### config.mk
export PLATFORM = sky130hd
export DESIGN_NAME = sorted_list_engine_flat
export DESIGN_NICKNAME = d
export VERILOG_FILES = /design/src/hdl/sle_pkg.sv /design/src/hdl/sle_if.sv /design/src/hdl/sle_cell.sv /design/src/hdl/sorted_list_engine.sv /design/src/flat_wrapper.sv
export VERILOG_INCLUDE_DIRS = /design/src /design/src/hdl
export SDC_FILE = /design/constraint.sdc
export NUM_CORES = 2
export LEC_CHECK = 0
export BUFFER_PORTS_ARGS = -buffer_cell sky130_fd_sc_hd__buf_4
export CELL_PAD_IN_SITES_DETAIL_PLACEMENT = 2
export CELL_PAD_IN_SITES_GLOBAL_PLACEMENT = 2
export CORE_MARGIN = 5
export CORE_UTILIZATION = 30
export DETAILED_ROUTE_END_ITERATION = 7
export HOLD_SLACK_MARGIN = 0.06
export PLACE_DENSITY = 0.58
export SYNTH_ARGS = -nofsm -noshare
export SYNTH_HDL_FRONTEND = slang
export SYNTH_SLANG_ARGS = --single-unit
### constraint.sdc
create_clock -name clk -period 8.8 [get_ports clk]
set_input_delay 0 -clock clk [delete_from_list [all_inputs] [get_ports clk]]
set_output_delay 0 -clock clk [all_outputs]
set_load 0.01 [all_outputs]
### src/hdl/sorted_list_engine_defines.svh
// assertion macros shared by the sorted list engine
`ifndef SORTED_LIST_ENGINE_DEFINES_SVH
`define SORTED_LIST_ENGINE_DEFINES_SVH

// checked while out of reset
`define SLE_ASSERT(label, prop, msg) \
    label: assert property (@(posedge clk) disable iff (!rst_n) prop) else $error(msg);

// checked at every edge, reset included
`define SLE_ASSERT_ALWAYS(label, prop, msg) \
    label: assert property (@(posedge clk) prop) else $error(msg);

`endif

### src/hdl/sle_pkg.sv
package sle_pkg;

    localparam int CAPACITY   = 16;
    localparam int DATA_WIDTH = 32;
    localparam int IDX_W      = $clog2(CAPACITY);
    localparam int CNT_W      = $clog2(CAPACITY + 1);

    localparam logic [2:0] FUNC_INSERT = 3'd0;
    localparam logic [2:0] FUNC_DELETE = 3'd1;
    localparam logic [2:0] FUNC_FIND   = 3'd2;
    localparam logic [2:0] FUNC_RESET  = 3'd3;
    localparam logic [2:0] FUNC_READ   = 3'd4;

    localparam logic [1:0] STATUS_OK       = 2'd0;
    localparam logic [1:0] STATUS_ABSENT   = 2'd1;
    localparam logic [1:0] STATUS_FULL     = 2'd2;
    localparam logic [1:0] STATUS_PAST_END = 2'd3;

    typedef logic signed [DATA_WIDTH-1:0] data_t;

    // per-beat command broadcast to every cell
    typedef struct packed {
        logic             ins_en;
        logic             del_en;
        logic             rd_en;
        logic [IDX_W-1:0] rd_idx;
        logic [CNT_W-1:0] count;
        data_t            value;
    } cell_cmd_t;

    // left-to-right link between neighbouring cells
    typedef struct packed {
        logic  lt;
        logic  eq_seen;
        data_t rd;
        data_t val;
    } cell_link_t;

endpackage

### src/hdl/sle_if.sv
interface sle_req_if;
    logic              valid;
    logic              ready;
    logic [2:0]        func;
    sle_pkg::data_t    value_in;

    modport source (output valid, output func, output value_in, input ready);
    modport sink   (input valid, input func, input value_in, output ready);
endinterface

interface sle_rsp_if;
    logic                        valid;
    logic                        ready;
    sle_pkg::data_t              value_out;
    logic                        found;
    logic [sle_pkg::CNT_W-1:0]   count;
    logic                        full_res;
    logic [1:0]                  status;

    modport source (output valid, output value_out, output found, output count,
                    output full_res, output status, input ready);
    modport sink   (input valid, input value_out, input found, input count,
                    input full_res, input status, output ready);
endinterface

### src/hdl/sle_cell.sv
module sle_cell
(
    input  logic                      clk,
    input  logic [sle_pkg::IDX_W-1:0] index,
    input  sle_pkg::cell_cmd_t        cmd,
    input  sle_pkg::cell_link_t       left,
    output sle_pkg::cell_link_t       right,
    input  sle_pkg::data_t            right_value,
    output sle_pkg::data_t            value
);

    sle_pkg::data_t value_reg;
    sle_pkg::data_t value_next;
    logic           occupied;
    logic           lt_here;
    logic           eq_here;
    logic           rd_sel;

    assign occupied = sle_pkg::CNT_W'(index) < cmd.count;
    assign lt_here  = occupied && (value_reg < cmd.value);
    assign eq_here  = occupied && (value_reg == cmd.value);
    assign rd_sel   = cmd.rd_en && (index == cmd.rd_idx);

    assign right.lt      = lt_here;
    assign right.eq_seen = left.eq_seen || eq_here;
    assign right.rd      = left.rd | (rd_sel ? value_reg : '0);
    assign right.val     = value_reg;
    assign value         = value_reg;

    always_comb
    begin
        value_next = value_reg;
        if (cmd.ins_en)
        begin
            if (!lt_here)
            begin
                value_next = left.lt ? cmd.value : left.val;
            end
        end
        else if (cmd.del_en && (left.eq_seen || eq_here))
        begin
            value_next = right_value;
        end
    end

    always_ff @(posedge clk)
    begin
        value_reg <= value_next;
    end

endmodule

### src/hdl/sorted_list_engine.sv
// sorted list engine
// keeps up to sle_pkg::CAPACITY signed values in ascending order in a row of
// cells, one value per cell
// req channel: one beat per operation (func, value_in); func selects insert,
// delete, find, cursor reset or read next
// rsp channel: exactly one beat per request, in request order, carrying the
// value read, the found flag, the count, the full flag and a status code
// every cell compares its value with the operand at once and the row shifts
// by one place in the same cycle, so an operation completes in the cycle it
// is taken; that single compare-and-shift through the cell row sets the rate
// the response is registered and is valid in the cycle after acceptance
// throughput: one beat per cycle while the receiver takes responses
// when the receiver stalls, the response register holds its beat and a new
// request is taken only in a cycle where that beat leaves
// reset empties the list and parks the cursor before the first value; the
// stored values themselves are not cleared
module sorted_list_engine
(
    input  logic           clk,
    input  logic           rst_n,
    sle_req_if.sink        req,
    sle_rsp_if.source      rsp
);

`include "sorted_list_engine_defines.svh"

    localparam int CAP = sle_pkg::CAPACITY;
    localparam int IW  = sle_pkg::IDX_W;
    localparam int CW  = sle_pkg::CNT_W;

    logic [CW-1:0]       count_reg;
    logic [CW-1:0]       count_next;
    logic [IW-1:0]       cursor_reg;
    logic [IW-1:0]       cursor_next;
    logic                started_reg;
    logic                started_next;
    logic                rsp_valid_reg;

    sle_pkg::data_t      value_out_reg;
    logic                found_reg;
    logic [CW-1:0]       rsp_count_reg;
    logic                full_res_reg;
    logic [1:0]          status_reg;

    logic                fire;
    logic                full;
    logic [CW-1:0]       rd_pos;
    logic                past_end;
    logic                eq_any;
    logic [1:0]          status;
    sle_pkg::data_t      value_out;
    logic                found;

    sle_pkg::cell_cmd_t  cmd;
    sle_pkg::cell_link_t link [CAP+1];
    sle_pkg::data_t      back [CAP+1];

    assign req.ready = !rsp_valid_reg || rsp.ready;
    assign fire      = req.valid && req.ready;
    assign full      = count_reg == CW'(CAP);
    assign rd_pos    = started_reg ? (CW'(cursor_reg) + CW'(1)) : '0;
    assign past_end  = rd_pos >= count_reg;
    assign eq_any    = link[CAP].eq_seen;

    assign cmd.ins_en = fire && (req.func == sle_pkg::FUNC_INSERT) && !full;
    assign cmd.del_en = fire && (req.func == sle_pkg::FUNC_DELETE) && eq_any;
    assign cmd.rd_en  = (req.func == sle_pkg::FUNC_READ) && !past_end;
    assign cmd.rd_idx = rd_pos[IW-1:0];
    assign cmd.count  = count_reg;
    assign cmd.value  = req.value_in;

    // head of the row: an insert lands in cell 0 unless it holds a smaller value
    assign link[0].lt      = 1'b1;
    assign link[0].eq_seen = 1'b0;
    assign link[0].rd      = '0;
    assign link[0].val     = '0;
    assign back[CAP]       = '0;

    for (genvar i = 0; i < CAP; i++)
    begin : g_cell
        sle_cell u_cell
        (
            .clk         (clk),
            .index       (IW'(i)),
            .cmd         (cmd),
            .left        (link[i]),
            .right       (link[i+1]),
            .right_value (back[i+1]),
            .value       (back[i])
        );
    end

    always_comb
    begin
        status       = sle_pkg::STATUS_OK;
        value_out    = '0;
        found        = 1'b0;
        count_next   = count_reg;
        cursor_next  = cursor_reg;
        started_next = started_reg;
        unique case (req.func)
            sle_pkg::FUNC_INSERT:
            begin
                if (full)
                begin
                    status = sle_pkg::STATUS_FULL;
                end
                else
                begin
                    count_next = count_reg + CW'(1);
                end
            end
            sle_pkg::FUNC_DELETE:
            begin
                found = eq_any;
                if (eq_any)
                begin
                    count_next = count_reg - CW'(1);
                end
                else
                begin
                    status = sle_pkg::STATUS_ABSENT;
                end
            end
            sle_pkg::FUNC_FIND:
            begin
                found = eq_any;
            end
            sle_pkg::FUNC_RESET:
            begin
                cursor_next  = '0;
                started_next = 1'b0;
            end
            sle_pkg::FUNC_READ:
            begin
                if (past_end)
                begin
                    status = sle_pkg::STATUS_PAST_END;
                end
                else
                begin
                    value_out    = link[CAP].rd;
                    cursor_next  = rd_pos[IW-1:0];
                    started_next = 1'b1;
                end
            end
            default:
            begin
                status = sle_pkg::STATUS_OK;
            end
        endcase
    end

    always_ff @(posedge clk or negedge rst_n)
    begin
        if (!rst_n)
        begin
            count_reg     <= '0;
            cursor_reg    <= '0;
            started_reg   <= 1'b0;
            rsp_valid_reg <= 1'b0;
        end
        else
        begin
            if (fire)
            begin
                count_reg     <= count_next;
                cursor_reg    <= cursor_next;
                started_reg   <= started_next;
                rsp_valid_reg <= 1'b1;
            end
            else if (rsp.ready)
            begin
                rsp_valid_reg <= 1'b0;
            end
        end
    end

    always_ff @(posedge clk)
    begin
        if (fire)
        begin
            value_out_reg <= value_out;
            found_reg     <= found;
            rsp_count_reg <= count_next;
            full_res_reg  <= count_next == CW'(CAP);
            status_reg    <= status;
        end
    end

    assign rsp.valid     = rsp_valid_reg;
    assign rsp.value_out = value_out_reg;
    assign rsp.found     = found_reg;
    assign rsp.count     = rsp_count_reg;
    assign rsp.full_res  = full_res_reg;
    assign rsp.status    = status_reg;

    `SLE_ASSERT_ALWAYS(a_count_bound, count_reg <= CW'(CAP), "count above capacity")
    `SLE_ASSERT(a_insert_grows, cmd.ins_en |=> count_reg == $past(count_reg) + CW'(1), "insert did not grow count")
    `SLE_ASSERT(a_found_ok, rsp_valid_reg && found_reg |-> status_reg == sle_pkg::STATUS_OK, "found with error status")
    `SLE_ASSERT_ALWAYS(a_cursor_park, !started_reg |-> cursor_reg == '0, "cursor moved while not started")

endmodule
### src/flat_wrapper.sv
// flat-port wrapper written by rule: the top's interface ports become plain ports
module sorted_list_engine_flat 
  (clk, rst_n, req_valid, req_func, req_value_in, req_ready, rsp_valid, rsp_value_out, rsp_found, rsp_count, rsp_full_res, rsp_status, rsp_ready);
  sle_req_if req_i ();
  sle_rsp_if rsp_i ();
  input  logic clk;
  input  logic rst_n;
  input wire logic [$bits(req_i.valid)-1:0] req_valid;
  input wire logic [$bits(req_i.func)-1:0] req_func;
  input wire logic [$bits(req_i.value_in)-1:0] req_value_in;
  output wire logic [$bits(req_i.ready)-1:0] req_ready;
  output wire logic [$bits(rsp_i.valid)-1:0] rsp_valid;
  output wire logic [$bits(rsp_i.value_out)-1:0] rsp_value_out;
  output wire logic [$bits(rsp_i.found)-1:0] rsp_found;
  output wire logic [$bits(rsp_i.count)-1:0] rsp_count;
  output wire logic [$bits(rsp_i.full_res)-1:0] rsp_full_res;
  output wire logic [$bits(rsp_i.status)-1:0] rsp_status;
  input wire logic [$bits(rsp_i.ready)-1:0] rsp_ready;
  assign req_i.valid = req_valid;
  assign req_i.func = req_func;
  assign req_i.value_in = req_value_in;
  assign req_ready = req_i.ready;
  assign rsp_valid = rsp_i.valid;
  assign rsp_value_out = rsp_i.value_out;
  assign rsp_found = rsp_i.found;
  assign rsp_count = rsp_i.count;
  assign rsp_full_res = rsp_i.full_res;
  assign rsp_status = rsp_i.status;
  assign rsp_i.ready = rsp_ready;
  sorted_list_engine u_core (.clk(clk), .rst_n(rst_n), .req(req_i), .rsp(rsp_i));
endmodule
### Word level (Yosys, flattened, before mapping)

Index checks and enable logic that the tools add are counted.

* register bits: 564
* input bits: 39
* output and inout port bits: 43
* word-level logic and storage cells: 352

* $add $sub $neg: 3
* order comparisons: 33
* equal/unequal tests: 54
* mux-type cells: 93
* bitwise logic cells: 16
* reduce and logical (&&, ||, !) cells: 128

Operators with widths (number)
* $mux 32: 79
* $eq 32x32->1: 16
* $lt 32x32->1: 16
* $or 32x32->32: 15
* $logic_and 1x1->1: 70
* $lt 4x5->1 const A: 8
* $reduce_bool 2->1: 18
* $ne 2x2->1 const B: 17
* $eq 4x4->1 const A: 8
* $reduce_and 2->1: 16
* $lt 3x5->1 const A: 4
* $eq 3x4->1 const A: 4
* $logic_or 1x1->1: 16
* $mux 5: 3
* $eq 5x5->1 const B: 2
* $lt 1x5->1 const A: 2
* $lt 2x5->1 const A: 2
* $pmux 5 s2: 1
* $eq 2x4->1 const A: 2
* $pmux 4 s2: 1
* $eq 3x2->1 const B: 2
* $pmux 2 s3: 1
* $add 4x1->5 const B: 1
* $add 5x1->5 const B: 1
* 15 further kinds: 22

### Longest topological paths before layout

* depth after elaboration: 22
* gate-level depth with buffers: 16
* mapped depth without buffers: 12

### Hierarchy

Synthesis repeated with hierarchy kept, for this count alone.

* cells, all modules: 5761
* area, all modules: 52321.4 µm²

By module, submodules not included
* sle_cell at u_core.g_cell[0].u_cell ...: instances 14, cells an instance 348, area an instance 3116.7 µm², seq. area each 960.9 µm²
* sle_cell at u_core.g_cell[8].u_cell ...: instances 2, cells an instance 346, area an instance 3104.2 µm², seq. area each 960.9 µm²
* sorted_list_engine: instances 1, cells an instance 197, area an instance 2478.6 µm², seq. area each 1506.4 µm²

### Least setup slack after synthesis

OpenSTA, ideal clock, no wires.

* kind: register to register
* from: register u_core.g_cell[4].u_cell.value_reg[31]
* to: register u_core.g_cell[6].u_cell.value_reg[0], enable pin
* setup time: 0.466 ns
* data arrival time: 4.891 ns
* required time: 8.334 ns
* path slack: 3.444 ns
* cell stages (with the launch flop): 11
* buffers on the path: 0
* period minus slack after synthesis: 5.356 ns
* path through: edfxtp_1 ha_1 nand4_1 nor4_2 nand4_1 or4_1 and4_1 nand2_1 a311oi_1 a41o_1 o21ai_0

* cells in the longest elaborated chain, start to end: 18

Ends and longest elaborated chain
* from (decl): line sle_cell.sv:12 `sle_pkg::data_t value_reg;`
* from (signal assigned): line sle_cell.sv:48 `value_reg <= value_next;`
* $eq 32x32->1 *: line sle_cell.sv:21 `assign eq_here = occupied && (value_reg == cmd.value);`
* $logic_and 1x1->1 *: line sle_cell.sv:21
* $logic_or 1x1->1 * (2 in a row): line sle_cell.sv:25 `assign right.eq_seen = left.eq_seen || eq_here;`
* $logic_or 1x1->1 *: line sle_cell.sv:25, sle_cell.sv:40
* $logic_or 1x1->1 (9 in a row): line sle_cell.sv:25
* $logic_and 1x1->1: line sorted_list_engine.sv:66 `assign cmd.del_en = fire && (req.func == sle_pkg::FUNC_DELETE) && eq_any;`
* $logic_and 1x1->1 *: line sle_cell.sv:40 `else if (cmd.del_en && (left.eq_seen || eq_here))`
* $reduce_bool 2->1 (no line) *
* $reduce_and 2->1 (no line) *
* to (signal assigned): line sle_cell.sv:48
* to (decl): line sle_cell.sv:12

Mark *: on every way between the ends. The rest lies on a longest branch, timed or not.
A chain may end at the register's enable or synchronous reset.

### Worst setup path after layout

* from: input port req_value_in[31]
* to: register u_core.g_cell[11].u_cell.value_reg[18], enable pin

* cells in the longest elaborated chain, start to end: 21
* elaborated cells between the ends (all ways): 54
* classes of those cells: order compare: 1; eq/ne: 17; reduce/logical: 36

Ends and longest elaborated chain
* from (decl): line flat_wrapper.sv:10 `input wire logic [$bits(req_i.value_in)-1:0] req_value_in;`
* $eq 32x32->1: line sle_cell.sv:21
* $logic_and 1x1->1: line sle_cell.sv:21
* $logic_or 1x1->1 (10 in a row): line sle_cell.sv:25
* $logic_or 1x1->1: line sle_cell.sv:25, sle_cell.sv:40
* $logic_or 1x1->1 (4 in a row): line sle_cell.sv:25
* $logic_and 1x1->1: line sorted_list_engine.sv:66
* $logic_and 1x1->1: line sle_cell.sv:40
* $reduce_bool 2->1 (no line)
* $reduce_and 2->1 (no line) *
* to (signal assigned): line sle_cell.sv:48
* to (decl): line sle_cell.sv:12

Marked as above.

==> flow_summary.ini <==
[layout]
layout-drive-gt1-share_pct = 8.24
stdcell_area_um2 = 49300
layout.cells.non_filler = 6517
nets = 5109
fillers = 15500
largest_reg_flops = 512
post-route-util_pct = 34.4
areaGrowthSynthToFinish_pct = 14.3

[floorplanning]
dieArea_um2 = 151000
row_count = 139
chipHeight_um = 389
ioPinCount = 82
initial_utilization_pct = 30.1
dieWidth_um = 389
core_um2 = 143000

[hold_path]
worstHoldPathType = input pin to flip-flop
hp-start = req_value_in[17]
min_to = u_core.g_cell[4].u_cell.value[17]
min_path_cells = 4

[power_and_ir_drop]
power_density_nw_per_um2 = 168
netSwitchingFraction_pct = 34.2
leakage_nw = 19.2
switchingPower_mw = 2.84
ir_drop_mv = 0.130
power_frac_seq_pct = 38.0
p_int_mw = 5.45
combPwrFrac_pct = 21.1
power_frac_clock_pct = 40.9

[synthesis]
synthArstFlopShare_pct = 1.95
synth-seq-cells = 564
synth_cells = 4541
synth_seq_area_share_pct = 39.2
syn-cell-area_um2 = 43100
yosys_warnings = 0
synth-edff-count = 553
synthTopCellsByArea = edfxtp_1 (39%), ha_1 (15%), nand2_1 (5.5%)
avgSynthCellArea_um2 = 9.49
synth_area_leader_cell = edfxtp_1
synthDistinctLibCells = 72
synthFlopType = edfxtp_1
netlist.area_leader.share_pct = 38.5
synth_nets = 5102

[timing]
finalClockSkew_ns = 0.0358
rsz0062_at_grt = no
tns_ns = 0
maxSlewHeadroom_pct = 6.37
setup_viol = 0
fin_crit_ns = 6.05
fin_crit_sh_pct = 68.8
fmax_ghz = 0.165
drv_slew = 0
worstMarginPinSlew_ns = 1.39
hold_viol_final = 0

[routing]
wl_um = 274000
dr_wl_met2_um = 120000
vias = 43800
maxUsedRoutingLayer = met5
wl_per_cell_um = 42.0
dr_wl_met3_um = 21900
drt-pass1-iter-count = 5
drtIter0Drc = 5048
drc_errors = 0
final_antenna_net_count = 0
wl_met1_um = 119000
viasPerCell = 6.73

[setup_path]
cp-end-kind = flip-flop
required_ns = 9.12
rr_startpoint = u_core.g_cell[8].u_cell.value[27]
r2r_slack_ns = 2.82
worstPathMaxFanout = 27
worst_r2r_path_depth = 11
start_kind = input pin
reg2reg_to = u_core.g_cell[11].u_cell.value[18]
crit_type = input pin to flip-flop
critPathArrivalTime_ns = 6.37

[outcome]
status = completed

[grt]
grt_pass1_wl_um = 372000
gr-total-overflow = 0
grt_pass1_vias = 43800
track_usage_pct = 34.7
antenna_found_initial = 11
grt_max_degree = 149

[placed_design]
dp.cells = 6327
gp_congestion = 0.996
place.port_buffers = 81
place_area_um2 = 46300
dpl.hpwl_um = 186000

[clocking]
clk_pin_slew_ns = 0.06
cts_resized = 0
clock_sinks = 564
h-tree-depth = 3
cts-root-buf = clkbuf_16
cts-buffers-inserted = 78
worstSkewPairLatency_ns = 0.70
ctsLongestPathBuffers = 3
cts_tree = built

[run]
cap_violations = 0
metrics by stage:
stage / hold slack [ns] / power [mW] / setup slack (ns)
after CTS: 0.199 / 8.28 / 2.96
after detailed placement: -0.144 / 4.87 / 2.85
after global routing: 0.261 / 8.47 / 2.86
final: 0.249 / 8.28 / 2.75
after global placement: -0.145 / 4.84 / 1.82
after floorplan: -0.296 / 4.00 / 3.44
routing by layer:
layer,up-vias,global-route usage [%]
li1,17900,-
met1,23300,48.1
met2,2174,53.9
met3,465,5.94
met4,4,14.1
met5,-,0
placed cells by master (no fill, tap or decap), types with 30 or more instances in the layout:
master,count
a21o_1,168
a21oi_1,118
a221o_1,67
a221oi_1,35
a22o_1,56
a22oi_1,103
a31oi_1,38
and3_1,78
buf_4,187
clkbuf_16,81
dlygate4sd3_1,44
edfxtp_1,553
ha_1,522
inv_1,77
mux2i_1,67
nand2_1,624
nand3_1,381
nand3b_1,37
nand4_1,269
nor2_1,188
nor3_1,63
o211ai_1,295
o21a_1,35
o21ai_0,145
o21ai_1,30
cell families after synthesis:
family / count (synthesis) / share of synthesized area, %
buffers and inverters: 390 / 3.63
AND/OR/NAND/NOR: 1772 / 20.0
AO/OA/AOI/OAI: 1210 / 20.1
XOR/XNOR: 6 / 0.122
multiplexers: 77 / 1.79
adder cells (fa/ha/maj): 522 / 15.2
flip-flops: 564 / 39.2
Yosys cell counts (31+ instances only):
master    count
a22oi_1     103
a22o_1       57
nand3b_1     37
nor2_1      192
o21ai_0     154
and3_1       78
o211ai_1    295
buf_2        47
nand3_1     382
inv_1        77
o21a_1       36
clkbuf_1    232
nor3_1       68
a21oi_1     119
a21o_1      169
edfxtp_1    553
nand4_1     269
ha_1        522
nand2_1     626
a221oi_1     35
mux2i_1      76
a221o_1      67
a31oi_1      38
o21ai_1      31
layout make-up:
| class | instances | area [um2] | share of cell area [%] |
|---|---|---|---|
| Multi-Input combinational cell | 3587 | 25200 | 51.1 |
| Sequential cell | 564 | 16900 | 34.3 |
| Antenna cell | 5 | 12.5 | 0.0254 |
| Timing Repair Buffer | 238 | 1970 | 3.99 |
| Inverter | 79 | 298 | 0.604 |
| Clock inverter | 41 | 435 | 0.884 |
| Clock buffer | 100 | 2110 | 4.28 |
| Tap cell | 1903 | 2380 | 4.83 |
worst max-delay path, stage by stage:
cell,delay (ns)
dlygate4sd3_1,0.59
buf_4,0.17
inv_1,0.56
ha_1,0.46
nand4_1,0.36
nor4_1,0.96
nand2_1,0.26
or4_1,0.69
nor4bb_2,0.23
buf_4,0.20
nand2_2,0.22
nand2_1,0.27
o21ai_4,0.51
buf_4,0.77
power groups by stage:
stage                     Sequential [mW]  Clock (mW)  Combinational (mW)
final                                3.15        3.39                1.75
after global routing                 3.14        3.53                1.80
after CTS                            3.14        3.44                1.70
after detailed placement             3.19           0                1.68
after global placement               3.19           0                1.64
after floorplan                      3.13           0               0.865
what timing repair did:
item                      CTS  global route
hold buffers               44             0
hold endpoints to repair  188             0
buffers inserted            0             0
worst max path at each step:
| stage | slack [ns] | end | from | depth (start not counted) |
|---|---|---|---|---|
| 2_1_floorplan | 3.44 | u_core.g_cell[6].u_cell.value[0] | u_core.g_cell[4].u_cell.value[31] | 10 |
| 3_3_place_gp | 1.82 | u_core.g_cell[14].u_cell.value[25] | req_value_in[26] | 12 |
| 3_5_place_dp | 2.85 | u_core.g_cell[11].u_cell.value[16] | req_value_in[26] | 13 |
| 4_1_cts | 2.96 | u_core.g_cell[11].u_cell.value[18] | u_core.g_cell[8].u_cell.value[26] | 11 |
| 5_1_grt | 2.86 | u_core.g_cell[11].u_cell.value[18] | req_value_in[31] | 14 |
| 6_report | 2.75 | u_core.g_cell[11].u_cell.value[18] | req_value_in[31] | 14 |
(Power assumes the default switching activity.)
